===== config.mk =====
export PLATFORM = sky130hd
export DESIGN_NAME = clbp_queue
export DESIGN_NICKNAME = d
export VERILOG_FILES = /design/src/design/clbp_pkg.sv /design/src/design/clbp_queue.sv
export SDC_FILE = /design/constraint.sdc
export NUM_CORES = 1
export LEC_CHECK = 0
export ABC_AREA = 0
export ABC_CLOCK_PERIOD_IN_PS = 2900
export BUFFER_PORTS_ARGS = -buffer_cell sky130_fd_sc_hd__buf_2
export CAP_MARGIN = 20
export CELL_PAD_IN_SITES_DETAIL_PLACEMENT = 0
export CELL_PAD_IN_SITES_GLOBAL_PLACEMENT = 1
export CORE_ASPECT_RATIO = 1.5
export CORE_MARGIN = 10
export CORE_UTILIZATION = 40
export DETAILED_ROUTE_END_ITERATION = 8
export PLACE_DENSITY_LB_ADDON = 0.1
export SLEW_MARGIN = 40
export SYNTH_ARGS = -nofsm -noshare
export SYNTH_HDL_FRONTEND = slang
export SYNTH_SLANG_ARGS = --single-unit

===== constraint.sdc =====
create_clock -name aclk -period 2.9 [get_ports aclk]
set_input_delay 0.435 -clock aclk [delete_from_list [all_inputs] [get_ports aclk]]
set_output_delay 0.435 -clock aclk [all_outputs]
set_load 0.02 [all_outputs]

===== src/design/clbp_pkg.sv =====
// ----------------------------------------------------------------------------
// clbp_pkg: shared types, constants and tap tables of the circular LBP core
// Sample geometry (radius 1, eight samples), bilinear weights as 33-bit
// fractions of 2^32, the column entry carried between front and back.
// ----------------------------------------------------------------------------
`default_nettype none

package clbp_pkg;

    localparam int RADIUS     = 1;
    localparam int NEIGHBORS  = 8;
    localparam int MAX_WIDTH  = 1024;
    localparam int MAX_HEIGHT = 1024;
    localparam int WIN        = 2 * RADIUS + 1;
    localparam int LINES      = 2 * RADIUS;

    localparam int PIX_W       = 8;
    localparam int CFG_W       = 11;
    localparam int CFG_INDEX_W = 2;
    localparam int COL_W       = $clog2(MAX_WIDTH);
    localparam int ROW_W       = $clog2(MAX_HEIGHT);
    localparam int LINE_SEL_W  = (LINES > 1) ? $clog2(LINES) : 1;
    localparam int CODE_W      = 8;

    localparam int WEIGHT_W = 33;
    localparam int DIFF_W   = PIX_W + 1;
    localparam int PROD_W   = WEIGHT_W + 1 + DIFF_W;
    localparam int SUM_W    = PROD_W + 2;
    localparam int TOL_Q32  = 512;
    localparam int CORNERS  = 4;

    localparam int LINE_WIDTH_RESET   = 640;
    localparam int FRAME_HEIGHT_RESET = 480;

    localparam int QUEUE_DEPTH = 4;
    localparam int QPTR_W      = $clog2(QUEUE_DEPTH);
    localparam int QCNT_W      = QPTR_W + 1;

    typedef enum logic [CFG_INDEX_W-1:0] {
        REG_LINE_WIDTH   = 2'd0,
        REG_FRAME_HEIGHT = 2'd1
    } reg_index_t;

    // Floor and ceiling offsets and the 16-bit fraction of every sample.
    localparam int TAP_FX [NEIGHBORS] = '{0, -1, -1, -1, 0, 0, 1, 0};
    localparam int TAP_CX [NEIGHBORS] = '{0, 0, -1, 0, 0, 1, 1, 1};
    localparam int TAP_TX [NEIGHBORS] = '{0, 19195, 0, 19195, 0, 46341, 0, 46341};
    localparam int TAP_FY [NEIGHBORS] = '{1, 0, 0, -1, -1, -1, 0, 0};
    localparam int TAP_CY [NEIGHBORS] = '{1, 1, 0, 0, -1, 0, 0, 1};
    localparam int TAP_TY [NEIGHBORS] = '{0, 46341, 0, 19195, 0, 19195, 0, 46341};

    typedef struct packed {
        logic [PIX_W-1:0] top;
        logic [PIX_W-1:0] mid;
        logic [PIX_W-1:0] bot;
        logic             produce;
        logic             row_last;
        logic             frame_last;
    } col_entry_t;

    typedef struct packed {
        logic full;
        logic empty;
    } q_status_t;

    // Corner bit 0 picks the ceiling column, bit 1 the ceiling row.
    function automatic int tap_row(input int n, input int q);
        return RADIUS + (((q & 2) != 0) ? TAP_CY[n] : TAP_FY[n]);
    endfunction

    function automatic int tap_col(input int n, input int q);
        return RADIUS + (((q & 1) != 0) ? TAP_CX[n] : TAP_FX[n]);
    endfunction

    function automatic logic [WEIGHT_W-1:0] tap_weight(input int n, input int q);
        longint wx;
        longint wy;
        wx = ((q & 1) != 0) ? longint'(TAP_TX[n]) : 64'sd65536 - longint'(TAP_TX[n]);
        wy = ((q & 2) != 0) ? longint'(TAP_TY[n]) : 64'sd65536 - longint'(TAP_TY[n]);
        return WEIGHT_W'(wx * wy);
    endfunction

    // Last valid index for a size register, after clamping to [WIN, hi].
    function automatic logic [CFG_W-1:0] last_index(input logic [CFG_W-1:0] v,
                                                    input int hi);
        logic [CFG_W-1:0] r;
        if (v < CFG_W'(WIN)) begin
            r = CFG_W'(WIN - 1);
        end else if (v > CFG_W'(hi)) begin
            r = CFG_W'(hi - 1);
        end else begin
            r = v - CFG_W'(1);
        end
        return r;
    endfunction

endpackage

`default_nettype wire


===== src/design/clbp_queue.sv =====
// ----------------------------------------------------------------------------
// clbp_queue: short column queue between front and back
// A small register FIFO so that either side can stall on its own.
// ----------------------------------------------------------------------------
`default_nettype none

module clbp_queue (
    input  wire logic                 aclk,
    input  wire logic                 aresetn,
    input  wire logic                 push,
    input  wire clbp_pkg::col_entry_t push_entry,
    input  wire logic                 pop,
    output clbp_pkg::col_entry_t      head_entry,
    output clbp_pkg::q_status_t       q_status
);

    clbp_pkg::col_entry_t        slot_reg [clbp_pkg::QUEUE_DEPTH];
    logic [clbp_pkg::QPTR_W-1:0] wr_ptr_reg;
    logic [clbp_pkg::QPTR_W-1:0] rd_ptr_reg;
    logic [clbp_pkg::QCNT_W-1:0] count_reg;

    assign q_status.full  = count_reg == clbp_pkg::QCNT_W'(clbp_pkg::QUEUE_DEPTH);
    assign q_status.empty = count_reg == '0;
    assign head_entry     = slot_reg[rd_ptr_reg];

    always_ff @(posedge aclk) begin
        if (!aresetn) begin
            wr_ptr_reg <= '0;
            rd_ptr_reg <= '0;
            count_reg  <= '0;
        end else begin
            if (push) begin
                wr_ptr_reg <= wr_ptr_reg + clbp_pkg::QPTR_W'(1);
            end
            if (pop) begin
                rd_ptr_reg <= rd_ptr_reg + clbp_pkg::QPTR_W'(1);
            end
            if (push && !pop) begin
                count_reg <= count_reg + clbp_pkg::QCNT_W'(1);
            end else if (pop && !push) begin
                count_reg <= count_reg - clbp_pkg::QCNT_W'(1);
            end
        end
    end

    always_ff @(posedge aclk) begin
        if (push) begin
            slot_reg[wr_ptr_reg] <= push_entry;
        end
    end

endmodule

`default_nettype wire


Yosys cells after proc, flatten, opt, wreduce, memory -nomap -nowiden
Memories as Yosys holds them, arrays and structs flattened. A register that Yosys moved wholly into a read port is not among the register bits.
Index checks and enable logic that the tools add are counted.
{"block": "op_classes", "n_reduce_logical": 6, "mux": 6, "addsub": 4, "n_eq_ne": 1}
{"op": "$mux 3", "n": 2}
{"op": "$add 2x1->2 const B", "n": 2}
{"op": "$mux 2", "n": 2}
{"op": "$add 3x1->3 const B", "n": 1}
{"op": "$eq 3x3->1 const B", "n": 1}
{"op": "$logic_not 3->1", "n": 1}
{"op": "$sub 3x1->3 const B", "n": 1}
{"op": "$logic_and 1x1->1", "n": 2}
{"op": "$logic_not 1->1", "n": 2}
{"op": "$mux 1", "n": 2}
{"op": "$reduce_bool 2->1", "n": 1}
{"block": "word_totals", "register_bits": 7, "memories": 1, "wordCells": 21, "in_bits": 31, "mem_bits_rw": 108, "output_inout_bits": 29}
{"memory": "slot_reg", "words": 4, "width": 27, "read_ports": 1, "rd_ports_with_merged_regs": 1, "wr": 1, "line_no": "clbp_queue.sv:17", "rtl": "clbp_pkg::col_entry_t slot_reg [clbp_pkg::QUEUE_DEPTH];"}

Longest topological paths before layout
{"block": "logic_depth", "ltp_word": 4, "mapped_depth": 7, "depth_no_buf": 7}

Worst setup path before layout
No wires, ideal clock.
{"block": "synth_timing", "kind": "input to register", "startpoint": "input port pop", "endpoint": "register count_reg[2] (netlist bit)", "t_arrival_ns": 1.636, "slack_ns": 1.188, "required_time_ns": 2.824, "setup_ns": 0.076, "path_stages": 7, "n_path_buf": 0, "cell_sequence": "inv_1 > ha_1 > inv_1 > fa_1 > xor2_1 > or3_1 > a21boi_0"}
{"block": "synth_between", "elab_chain_len": 3, "elab_cells_between_ends": 5, "cone_classes": "mux: 1; reduce/logical: 4"}
{"item": "from (decl)", "line_no": "clbp_queue.sv:12", "rtl": "input wire logic pop,"}
{"item": "$logic_not 1->1", "line_no": "clbp_queue.sv:38", "rtl": "if (push && !pop) begin"}
{"item": "$logic_and 1x1->1", "line_no": "clbp_queue.sv:38"}
{"item": "$mux 3 / $reduce_bool 2->1 (equally long branches)"}
{"item": "to (signal assigned)", "line_no": "clbp_queue.sv:39", "rtl": "count_reg <= count_reg + clbp_pkg::QCNT_W'(1);"}
{"item": "to (signal assigned)", "line_no": "clbp_queue.sv:41", "rtl": "count_reg <= count_reg - clbp_pkg::QCNT_W'(1);"}
{"item": "to (decl)", "line_no": "clbp_queue.sv:20", "rtl": "logic [clbp_pkg::QCNT_W-1:0] count_reg;"}
Parallel ways exist; a longest one is shown, timed or not.
A chain may end at the register's enable or synchronous reset.

==> impl_results.md <==
- Outcome: finished clean
- Root buffer cell: clkbuf_16
- Startpoint Class: register
- H-tree depth: 4
- Largest register FFs: 108
- Slew Viols, Final: 0
- Final setup violation count: 0
- Antenna violations before repair: 0
- Largest net degree at the start of global routing: 28
- Final worst path period share: 81.21%
- Most frequent cells in the layout: edfxtp_1 (108), buf_2 (59), mux4_2 (20)
- Multi-input gate area: 887.1 µm²
- Initial Utilization: 41.22%
- DP HPWL: 4938 µm
- Arrival @ worst endpoint: 1.92 ns
- Vias: 2005
- Yosys reg bits: 117
- Slowest stage delay, CP: 0.54 ns
- Total global routing overflow: 0
- Clock sinks: 117
- CP Capture Type: output port
- RR Startpoint: wr_ptr_reg[0]$_SDFFE_PN0P_
- CTS buffer count: 17
- Port Buf Inserts: 59
- Global-route wire length before repair: 12620 µm
- Cell Area, Synth: 4389 µm²
- Initial DRC count: 67
- Synth warnings: 0
- Clk_lat worst skew: 0.40 ns
- Mapped Nets: 221
- RSZ-0062 raised after global routing: false
- Routed WL: 7796 µm
- WS Path Type: reg -> out
- Crit path max fanout: 13
- Area Overhead vs Synth: 23.63%
- HP Class: in -> reg
- Post-cts resize count: 0
- Yosys cell types: 21
- Setup TNS Final: 0 ns
- # nets final: 300
- Crit path time final: 2.355 ns
- Core region area: 10650 µm²
- Hold-fix buffers, CTS: 0
- CTS tree: built
- Share of cells above drive strength 1: 40.94%
- Num rows: 46
- Slew HR: 47.85%
- Routability congestion estimate: 0.6487
- FMAX: 424.6 MHz
- Antenna-violating nets left: 0
- Worst Skew: 0.007695 ns
- Req. time, crit path: 2.47 ns
- # diodes: 0
- DIE AREA: 15650 µm²
- Final hold slack: 0.2485 ns
- Fillers: 880
- Register area: 3425 µm²
- GRT Resource Usage Total: 10.80%
- Die height: 148.3 µm
- Post-CTS Setup Bufs: 0
- Vias in the first global route: 2230
- Worst path cell trace: buf_4, mux4_2, buf_2
- Critical-path top delay cell: mux4_2
- Fin util: 50.96%
- Via density per instance: 4.774
- Pwr/cell area: 806.3 nW/µm²
- DRT Pass-1 Iters: 4
- Worst hold start: push_entry[11]
- Final hold viol count: 0
- Cell count after synthesis: 184
- Syn_area_per_cell: 23.85 µm²
- Clock buffer depth: 2
- Worst VDD drop: 422.0 µV
- Clk slew on worst S/H paths: 0.05 ns
- Most common cell after layout, fill and taps aside: edfxtp_1
- Die X-Extent: 105.5 µm
- Seq/Total Area, Yosys: 77.99%
- Top Ports: 60
- Leak Pwr: 1.915 nW
- Slew of the pin with the lowest slew margin: 0.7823 ns
- Total chip power: 4.375 mW
- DRC viols: 0
- Max-Cap Viols: 0
- Routed WL per cell: 18.56 µm
stage by stage:
stage	std cells	instance area, µm²	setup slack, ns
6_report	420	5426	0.5448
5_1_grt	420	5426	0.3847
4_1_cts	420	5426	0.4678
3_5_place_dp	388	4855	0.9097
3_3_place_gp	388	4855	0.8979
2_1_floorplan	184	4389	1.188
layout make-up:
type                       count  share of cell area [%]
clock buffer                  19                   7.978
tap                          144                   3.320
inverter                       4                  0.2767
clock inverter                13                   2.559
sequential                   117                   63.11
timing repair buffer          66                   6.410
multi-input combinational     57                   16.35
final timing paths:
kind | to | cells past startpoint | slack, ns
setup / recovery | head_entry[8] | 3 | 0.54
hold / removal | slot_reg[0][11]$_DFFE_PP_ | 1 | 0.25
setup reg to reg | slot_reg[1][2]$_DFFE_PP_ | 2 | 1.29
hold reg to reg | count_reg[2]$_SDFFE_PN0P_ | 2 | 0.51
worst max-delay path: cells and delay by family, from the launching register on:
family / cells / cell delay (ns)
flip-flops: 1 / 0.46
buffers and inverters: 2 / 0.51
multiplexers: 1 / 0.54
per-layer routing:
layer,global-route usage [%],vias to the layer above,routed length (µm)
met5,0,-,0
met4,4.280,0,65
met3,4.844,7,470
met2,17.79,62,4134
met1,11.96,1008,3126
li1,-,928,-
kinds of logic (layout without fill, tap and decap cells):
kind of cell	count (synthesis)	in the layout	synth area share, %
fa+ha+maj	6	6	1.881
compound gates	2	2	0.2850
mux	29	29	14.91
simple gates	15	15	2.081
flops	117	117	77.99
xor+xnor	5	5	0.9979
buf+inv	10	102	1.853
where the power goes:
part | internal, mW | switching [mW] | total [mW] | leakage, nW
Sequential | 1.94 | 0.0317 | 1.97 | 1.07
Clock | 1.33 | 0.665 | 1.99 | 0.276
Combinational | 0.175 | 0.238 | 0.413 | 0.572
Total | 3.44 | 0.935 | 4.38 | 1.91
synth_stat cells:
library cell | instances | share of area (%)
mux2i_1 | 2 | 0.46
inv_1 | 4 | 0.34
xnor2_1 | 2 | 0.40
ha_1 | 5 | 1.4
o21ai_0 | 1 | 0.11
or3_1 | 1 | 0.14
mux4_1 | 7 | 4.2
nor3b_1 | 1 | 0.17
dfxtp_1 | 9 | 4.1
buf_6 | 1 | 0.26
xor2_1 | 3 | 0.60
nor2b_1 | 2 | 0.29
buf_12 | 2 | 0.91
buf_2 | 3 | 0.34
mux4_2 | 20 | 10
nand2_1 | 1 | 0.085
a21boi_0 | 1 | 0.17
nor3_1 | 1 | 0.11
edfxtp_1 | 108 | 74
fa_1 | 1 | 0.46
and2_1 | 9 | 1.3
Power figures use the tool's default switching activity.
