### src/design/clbp_pkg.sv
// ----------------------------------------------------------------------------
// clbp_pkg: shared types, constants and tap tables of the circular LBP core
// Sample geometry (radius 1, eight samples), bilinear weights as 33-bit
// fractions of 2^32, the column entry carried between front and back.
// ----------------------------------------------------------------------------
`default_nettype none

package clbp_pkg;

    localparam int RADIUS     = 1;
    localparam int NEIGHBORS  = 8;
    localparam int MAX_WIDTH  = 1024;
    localparam int MAX_HEIGHT = 1024;
    localparam int WIN        = 2 * RADIUS + 1;
    localparam int LINES      = 2 * RADIUS;

    localparam int PIX_W       = 8;
    localparam int CFG_W       = 11;
    localparam int CFG_INDEX_W = 2;
    localparam int COL_W       = $clog2(MAX_WIDTH);
    localparam int ROW_W       = $clog2(MAX_HEIGHT);
    localparam int LINE_SEL_W  = (LINES > 1) ? $clog2(LINES) : 1;
    localparam int CODE_W      = 8;

    localparam int WEIGHT_W = 33;
    localparam int DIFF_W   = PIX_W + 1;
    localparam int PROD_W   = WEIGHT_W + 1 + DIFF_W;
    localparam int SUM_W    = PROD_W + 2;
    localparam int TOL_Q32  = 512;
    localparam int CORNERS  = 4;

    localparam int LINE_WIDTH_RESET   = 640;
    localparam int FRAME_HEIGHT_RESET = 480;

    localparam int QUEUE_DEPTH = 4;
    localparam int QPTR_W      = $clog2(QUEUE_DEPTH);
    localparam int QCNT_W      = QPTR_W + 1;

    typedef enum logic [CFG_INDEX_W-1:0] {
        REG_LINE_WIDTH   = 2'd0,
        REG_FRAME_HEIGHT = 2'd1
    } reg_index_t;

    // Floor and ceiling offsets and the 16-bit fraction of every sample.
    localparam int TAP_FX [NEIGHBORS] = '{0, -1, -1, -1, 0, 0, 1, 0};
    localparam int TAP_CX [NEIGHBORS] = '{0, 0, -1, 0, 0, 1, 1, 1};
    localparam int TAP_TX [NEIGHBORS] = '{0, 19195, 0, 19195, 0, 46341, 0, 46341};
    localparam int TAP_FY [NEIGHBORS] = '{1, 0, 0, -1, -1, -1, 0, 0};
    localparam int TAP_CY [NEIGHBORS] = '{1, 1, 0, 0, -1, 0, 0, 1};
    localparam int TAP_TY [NEIGHBORS] = '{0, 46341, 0, 19195, 0, 19195, 0, 46341};

    typedef struct packed {
        logic [PIX_W-1:0] top;
        logic [PIX_W-1:0] mid;
        logic [PIX_W-1:0] bot;
        logic             produce;
        logic             row_last;
        logic             frame_last;
    } col_entry_t;

    typedef struct packed {
        logic full;
        logic empty;
    } q_status_t;

    // Corner bit 0 picks the ceiling column, bit 1 the ceiling row.
    function automatic int tap_row(input int n, input int q);
        return RADIUS + (((q & 2) != 0) ? TAP_CY[n] : TAP_FY[n]);
    endfunction

    function automatic int tap_col(input int n, input int q);
        return RADIUS + (((q & 1) != 0) ? TAP_CX[n] : TAP_FX[n]);
    endfunction

    function automatic logic [WEIGHT_W-1:0] tap_weight(input int n, input int q);
        longint wx;
        longint wy;
        wx = ((q & 1) != 0) ? longint'(TAP_TX[n]) : 64'sd65536 - longint'(TAP_TX[n]);
        wy = ((q & 2) != 0) ? longint'(TAP_TY[n]) : 64'sd65536 - longint'(TAP_TY[n]);
        return WEIGHT_W'(wx * wy);
    endfunction

    // Last valid index for a size register, after clamping to [WIN, hi].
    function automatic logic [CFG_W-1:0] last_index(input logic [CFG_W-1:0] v,
                                                    input int hi);
        logic [CFG_W-1:0] r;
        if (v < CFG_W'(WIN)) begin
            r = CFG_W'(WIN - 1);
        end else if (v > CFG_W'(hi)) begin
            r = CFG_W'(hi - 1);
        end else begin
            r = v - CFG_W'(1);
        end
        return r;
    endfunction

endpackage

`default_nettype wire

### src/design/clbp_back.sv
// ----------------------------------------------------------------------------
// clbp_back: sliding window and interpolated threshold pipeline
// Shifts each column into the 3x3 window, forms weighted differences to the
// centre for every sample corner, then sums and thresholds them.
// ----------------------------------------------------------------------------
`default_nettype none

module clbp_back (
    input  wire logic                        aclk,
    input  wire logic                        aresetn,
    input  wire clbp_pkg::q_status_t         q_status,
    input  wire clbp_pkg::col_entry_t        head_entry,
    output logic                             pop,
    output logic                             m_valid,
    input  wire logic                        m_ready,
    output logic [clbp_pkg::CODE_W-1:0]      m_lbp_code,
    output logic                             m_row_last,
    output logic                             m_frame_last
);

    logic [clbp_pkg::PIX_W-1:0] win_reg [clbp_pkg::WIN][clbp_pkg::WIN];
    logic                       b0_valid_reg;
    logic                       b0_row_last_reg;
    logic                       b0_frame_last_reg;

    logic signed [clbp_pkg::PROD_W-1:0]
        prod_reg  [clbp_pkg::NEIGHBORS][clbp_pkg::CORNERS],
        prod_next [clbp_pkg::NEIGHBORS][clbp_pkg::CORNERS];
    logic b1_valid_reg;
    logic b1_row_last_reg;
    logic b1_frame_last_reg;

    logic                        out_valid_reg;
    logic [clbp_pkg::CODE_W-1:0] code_reg, code_next;
    logic                        out_row_last_reg;
    logic                        out_frame_last_reg;

    logic advance;

    // The whole pipeline moves together; only a held result stops it.
    assign advance      = !out_valid_reg || m_ready;
    assign pop          = advance && !q_status.empty;
    assign m_valid      = out_valid_reg;
    assign m_lbp_code   = code_reg;
    assign m_row_last   = out_row_last_reg;
    assign m_frame_last = out_frame_last_reg;

    always_comb begin
        logic signed [clbp_pkg::DIFF_W-1:0] diff;
        logic        [clbp_pkg::PIX_W-1:0]  centre;
        centre = win_reg[clbp_pkg::RADIUS][clbp_pkg::RADIUS];
        for (int n = 0; n < clbp_pkg::NEIGHBORS; n++) begin
            for (int q = 0; q < clbp_pkg::CORNERS; q++) begin
                diff = $signed({1'b0, win_reg[clbp_pkg::tap_row(n, q)]
                                             [clbp_pkg::tap_col(n, q)]})
                     - $signed({1'b0, centre});
                prod_next[n][q] = $signed({1'b0, clbp_pkg::tap_weight(n, q)}) * diff;
            end
        end
    end

    // Weights sum to one, so the sample is at least the centre exactly when
    // the weighted differences plus the tolerance stay above zero.
    always_comb begin
        logic signed [clbp_pkg::SUM_W-1:0] sum;
        code_next = '0;
        for (int n = 0; n < clbp_pkg::NEIGHBORS && n < clbp_pkg::CODE_W; n++) begin
            sum = clbp_pkg::SUM_W'(clbp_pkg::TOL_Q32);
            for (int q = 0; q < clbp_pkg::CORNERS; q++) begin
                sum = sum + clbp_pkg::SUM_W'(prod_reg[n][q]);
            end
            code_next[n] = !sum[clbp_pkg::SUM_W-1] && (sum != '0);
        end
    end

    always_ff @(posedge aclk) begin
        if (!aresetn) begin
            b0_valid_reg  <= 1'b0;
            b1_valid_reg  <= 1'b0;
            out_valid_reg <= 1'b0;
        end else if (advance) begin
            b0_valid_reg  <= pop && head_entry.produce;
            b1_valid_reg  <= b0_valid_reg;
            out_valid_reg <= b1_valid_reg;
        end
    end

    always_ff @(posedge aclk) begin
        if (advance) begin
            if (pop) begin
                for (int k = 0; k < clbp_pkg::WIN; k++) begin
                    for (int j = 0; j + 1 < clbp_pkg::WIN; j++) begin
                        win_reg[k][j] <= win_reg[k][j + 1];
                    end
                end
                win_reg[0][clbp_pkg::WIN - 1] <= head_entry.top;
                win_reg[1][clbp_pkg::WIN - 1] <= head_entry.mid;
                win_reg[2][clbp_pkg::WIN - 1] <= head_entry.bot;
                b0_row_last_reg   <= head_entry.row_last;
                b0_frame_last_reg <= head_entry.frame_last;
            end
            prod_reg           <= prod_next;
            b1_row_last_reg    <= b0_row_last_reg;
            b1_frame_last_reg  <= b0_frame_last_reg;
            code_reg           <= code_next;
            out_row_last_reg   <= b1_row_last_reg;
            out_frame_last_reg <= b1_frame_last_reg;
        end
    end

endmodule

`default_nettype wire

### config.mk
export PLATFORM = sky130hd
export DESIGN_NAME = clbp_back
export DESIGN_NICKNAME = d
export VERILOG_FILES = /design/src/design/clbp_pkg.sv /design/src/design/clbp_back.sv
export SDC_FILE = /design/constraint.sdc
export NUM_CORES = 2
export LEC_CHECK = 0
export ABC_AREA = 1
export BUFFER_PORTS_ARGS = -buffer_cell sky130_fd_sc_hd__buf_2
export CAP_MARGIN = 10
export CORE_MARGIN = 5
export CORE_UTILIZATION = 30
export CTS_CLUSTER_DIAMETER = 40
export CTS_CLUSTER_SIZE = 12
export DETAILED_ROUTE_END_ITERATION = 10
export MAX_ROUTING_LAYER = met4
export PLACE_DENSITY = 0.45
export SYNTH_ARGS = -nofsm -noshare
export SYNTH_HDL_FRONTEND = slang
export SYNTH_SLANG_ARGS = --single-unit
### constraint.sdc
create_clock -name aclk -period 14.5 [get_ports aclk]
set_clock_uncertainty 0.05 [all_clocks]
set_input_delay 1.45 -clock aclk [delete_from_list [all_inputs] [get_ports aclk]]
set_output_delay 1.45 -clock aclk [all_outputs]
set_load 0.05 [all_outputs]
# Yosys cells after proc, flatten, opt, wreduce, memory -nomap -nowiden
# Memory sizes are Yosys's and may differ from the RTL's.
# Index checks and enable logic that the tools add are counted.
[word_totals] regBits=420 ram_bits=72 inputBits=32 word_cells=95 n_memories=1
[mem_list] memory="win_reg" words=3 width=24 read_ports=3 rd_ports_with_merged_regs=0 write_ports=3 line="clbp_back.sv:21" rtl="logic [clbp_pkg::PIX_W-1:0] win_reg [clbp_pkg::WIN][clbp_pkg::WIN];"
[op_classes] n_addsub=29 mul=9 mux=3 n_reduce_logical=30
[op_table] op="nonzero test 45 bit" n=8
[op_table] op="adder 11 x 41 -> 42 bit, first input constant" n=4
[op_table] op="multiplier 33 x 9 -> 42 bit, first input constant" n=4
[op_table] op="multiplier 31 x 9 -> 40 bit, first input constant" n=4
[op_table] op="adder 44 x 40 -> 45 bit" n=2
[op_table] op="adder 43 x 40 -> 44 bit" n=2
[op_table] op="adder 42 x 42 -> 43 bit" n=2
[op_table] op="adder 11 x 40 -> 41 bit, first input constant" n=2
[op_table] op="subtractor 8 x 8 -> 9 bit" n=9
[op_table] op="adder 45 x 39 -> 45 bit" n=1
[op_table] op="adder 43 x 39 -> 44 bit" n=1
[op_table] op="adder 11 x 42 -> 43 bit, first input constant" n=1
[op_table] op="adder 41 x 42 -> 43 bit" n=1
[op_table] op="adder 41 x 39 -> 42 bit" n=1
[op_table] op="adder 41 x 40 -> 42 bit" n=1
[op_table] op="adder 40 x 40 -> 41 bit" n=1
[op_table] op="adder 11 x 39 -> 40 bit, first input constant" n=1
[op_table] op="multiplier 30 x 9 -> 39 bit, first input constant" n=1
[op_table] op="logical AND 1 bit" n=10
[op_table] op="logical NOT 1 bit" n=10
[op_table] op="two-way mux 1 bit" n=3
[op_table] op="AND reduction 2 bit" n=1
[op_table] op="logical OR 1 bit" n=1

# Depth between registers and ports, before layout
[depth] ltp_word=6 depth_mapped=34

# Worst setup path before layout
# No wires, ideal clock.
[synth_path] kind="input -> register" start="input port m_ready" end="register b1_frame_last_reg, enable pin" t_arrival_ns=8.189 required_time_ns=13.755 setup_slack_ns=5.566 stages=2 path_buffers=0 path_cell_list="nor2_1 -> inv_1"
[synth_via] elab_chain_len=1
[synth_lines] element="from (decl)" line="clbp_back.sv:15" rtl="input wire logic m_ready,"
[synth_lines] element="logical OR 1 bit" line="clbp_back.sv:41" rtl="assign advance = !out_valid_reg || m_ready;"
[synth_lines] element="to (signal assigned)" line="clbp_back.sv:104" rtl="b1_frame_last_reg <= b0_frame_last_reg;"
[synth_lines] element="to (decl)" line="clbp_back.sv:31" rtl="logic b1_frame_last_reg;"
# No other way between the ends.
# A chain may end at the register's enable or synchronous reset.

==> impl_metrics.py <==
metrics = {
    "run_status": {
        "status": "finished clean",
    },
    "route": {
        "viasPerCell": 4.71,
        "vias": 52256,
        "drt_wl_total_mm": 217,
        "wl_per_cell_um": 19.6,
        "drtPass1Iterations": 5,
        "post-route-drc-count": 0,
        "ant_nets": 0,
        "drt_iter0_drc": 3327,
    },
    "floorplan": {
        "die_area_sq_mm": 0.230,
        "die_h_um": 480,
        "start_util": 0.302,
        "die_w_um": 480,
        "pin_count": 44,
        "rows": 172,
        "coreArea_sq_mm": 0.220,
    },
    "sta": {
        "final-setup-viol-count": 0,
        "fin_setup_tns_ns": 0,
        "fmax_mhz": 121,
        "relSlewSlack": 0.284,
        "final-max-slew-violation-count": 0,
        "worst-slew-pin-transition_ns": 1.07,
        "fin_crit_ns": 8.28,
        "rsz0062_at_grt": "false",
        "fin_crit_sh": 0.571,
        "finalHoldViolCount": 0,
    },
    "worst_setup_path": {
        "max_stage_delay_ns": 0.60,
        "cp_data_required_time_ns": 14.94,
        "cp-end-kind": "register",
        "cp-start-kind": "register",
        "slowest_stage": "xor2_1",
        "path_common_cell": "inv_1",
        "critPathArrivalTime_ns": 8.72,
        "crit_fanout": 9,
        "worst-setup-path-type": "register to register",
    },
    "clock_tree": {
        "tritoncts": "done",
        "post-cts-setup-buffer-count": 0,
        "path_clk_slew_ns": 0.05,
        "cts_sinks": 421,
        "htree_levels": 3,
        "cts_root_buffer": "clkbuf_16",
        "clockBufferDepth": 3,
        "clkLatencyLatePin_ns": 0.73,
        "cts_hold_buf": 0,
        "cts-buffers-inserted": 93,
        "cts-resized-gates": 0,
    },
    "grt": {
        "grt_antenna_before_repair": 14,
        "grt_max_degree": 100,
        "overflow": 0,
        "grt_pass1_wl_mm": 325,
        "grt_pass1_vias": 52087,
        "grtUsageTotal": 0.193,
    },
    "layout": {
        "fillers": 23245,
        "drive_gt1_frac": 0.0411,
        "fin_nets": 10079,
        "areaGrowthSynthToFinish_pct": 11.0,
        "largest_register_ffs": 332,
    },
    "job": {
        "cap_violations": 0,
    },
    "worst_hold_path": {
        "hold_class": "register to register",
    },
    "placed_design": {
        "gp_congestion": 0.921,
        "dpl.hpwl_mm": 193,
        "numPortBuffers": 42,
    },
    "synth": {
        "synth-seq-cells": 421,
        "synth.net_count": 9930,
        "avgSynthCellArea_sq_um": 8.38,
        "yosys_warnings": 0,
        "synth-edff-count": 418,
        "seq_area_frac_synth": 0.190,
        "synthFlopType": "edfxtp_1",
        "syn_area_sq_mm": 0.0663,
        "synth.distinct_cells": 66,
        "synthArstFlopShare": 0,
        "synth_cells": 7905,
    },
}
==> worst paths after layout <==
check	slack, ns	startpoint	endpoint	cells past startpoint
worst min register to register	0.37	b1_frame_last_reg	m_frame_last	0
worst max-delay path	6.22	win_reg[0][33]	prod_reg[1192]	29
worst max register to register	6.22	win_reg[0][33]	prod_reg[1192]	29
worst min-delay path	0.37	b1_frame_last_reg	m_frame_last	0
==> logic make-up (layout without fill, tap and decap cells) <==
logic type,Yosys count,count (layout),share of synthesized area
adder cells (fa/ha/maj),1993,1993,0.433
buffers and inverters,1537,1764,0.0872
AND/OR/NAND/NOR,2771,2771,0.171
AO/OA/AOI/OAI,862,862,0.0753
XOR/XNOR,320,320,0.0424
flip-flops,421,421,0.190
other,1,6,0.0000566
==> metal layers <==
metal / up-vias / track usage / part of all wire
met3: 220 / 0.0237 / 0.047
li1: 26110 / - / -
met4: 0 / 0.0538 / 0.028
met5: - / - / 0
met2: 1107 / 0.294 / 0.44
met1: 24819 / 0.269 / 0.49
==> synth_stat cells (20+ instances only) <==
master / number / area [sq um]
o21ai_0: 158 / 791
inv_1: 1524 / 5720
edfxtp_1: 418 / 12600
ha_1: 1488 / 18600
nand3_1: 279 / 1400
a21o_1: 32 / 240
nor4_1: 23 / 144
o21bai_1: 52 / 390
a21oi_1: 455 / 2280
xnor2_1: 85 / 744
fa_1: 505 / 10100
xor2_1: 234 / 2050
nor3_1: 65 / 325
nand3b_1: 23 / 173
o21a_1: 26 / 195
nor2_1: 603 / 2260
nand2_1: 1644 / 6170
a31oi_1: 23 / 144
nand4_1: 59 / 369
o21ai_2: 20 / 175
==> through the flow <==
stage,hold slack [ns],utilization,instances,instance area [sq um],setup slack (ns)
2_1_floorplan,0.350,-,7905,66300,5.57
3_3_place_gp,0.356,0.320,10917,70300,6.42
3_5_place_dp,0.357,0.320,10917,70300,6.37
4_1_cts,0.368,0.335,11090,73500,6.35
5_1_grt,0.370,0.335,11093,73500,5.86
6_report,0.369,0.335,11095,73600,6.22
==> layout by cell type, fill, tap and decap left out, types with 10 or more instances in the layout <==
master	instances
a21boi_0	11
a21o_1	32
a21oi_1	454
a21oi_2	17
a31oi_1	23
and2_1	11
buf_2	42
buf_4	18
clkbuf_16	93
clkinvlp_4	12
edfxtp_1	418
fa_1	505
ha_1	1488
inv_1	1523
inv_6	19
inv_8	10
nand2_1	1644
nand2_2	19
nand3_1	279
nand3b_1	23
nand4_1	59
nor2_1	602
nor2_2	12
nor3_1	65
nor4_1	23
o211ai_1	13
o21a_1	26
o21ai_0	158
o21ai_1	17
o21ai_2	20
o21bai_1	52
or2_2	12
xnor2_1	85
xor2_1	234
==> critical path, delay by kind of cell (launching register included) <==
kind	cells	cell delay, ns
compound gates	10	2.04
simple gates	3	0.38
flops	1	0.58
buf+inv	7	1.31
fa+ha+maj	7	2.98
xor+xnor	2	0.68
==> area by class of cell <==
class | instances | area [sq um] | area share
Antenna cell | 5 | 12.5 | 0.000170
Clock buffer | 96 | 2340 | 0.0318
Clock inverter | 77 | 891 | 0.0121
Inverter | 1531 | 5750 | 0.0782
Multi-Input combinational cell | 5947 | 47900 | 0.651
Sequential cell | 421 | 12600 | 0.171
Tap cell | 2958 | 3700 | 0.0503
Timing Repair Buffer | 60 | 345 | 0.00469
Power is left out: the tool's default activity adds up to more than one toggle a clock period on the data nets, which glitch-free logic cannot reach.
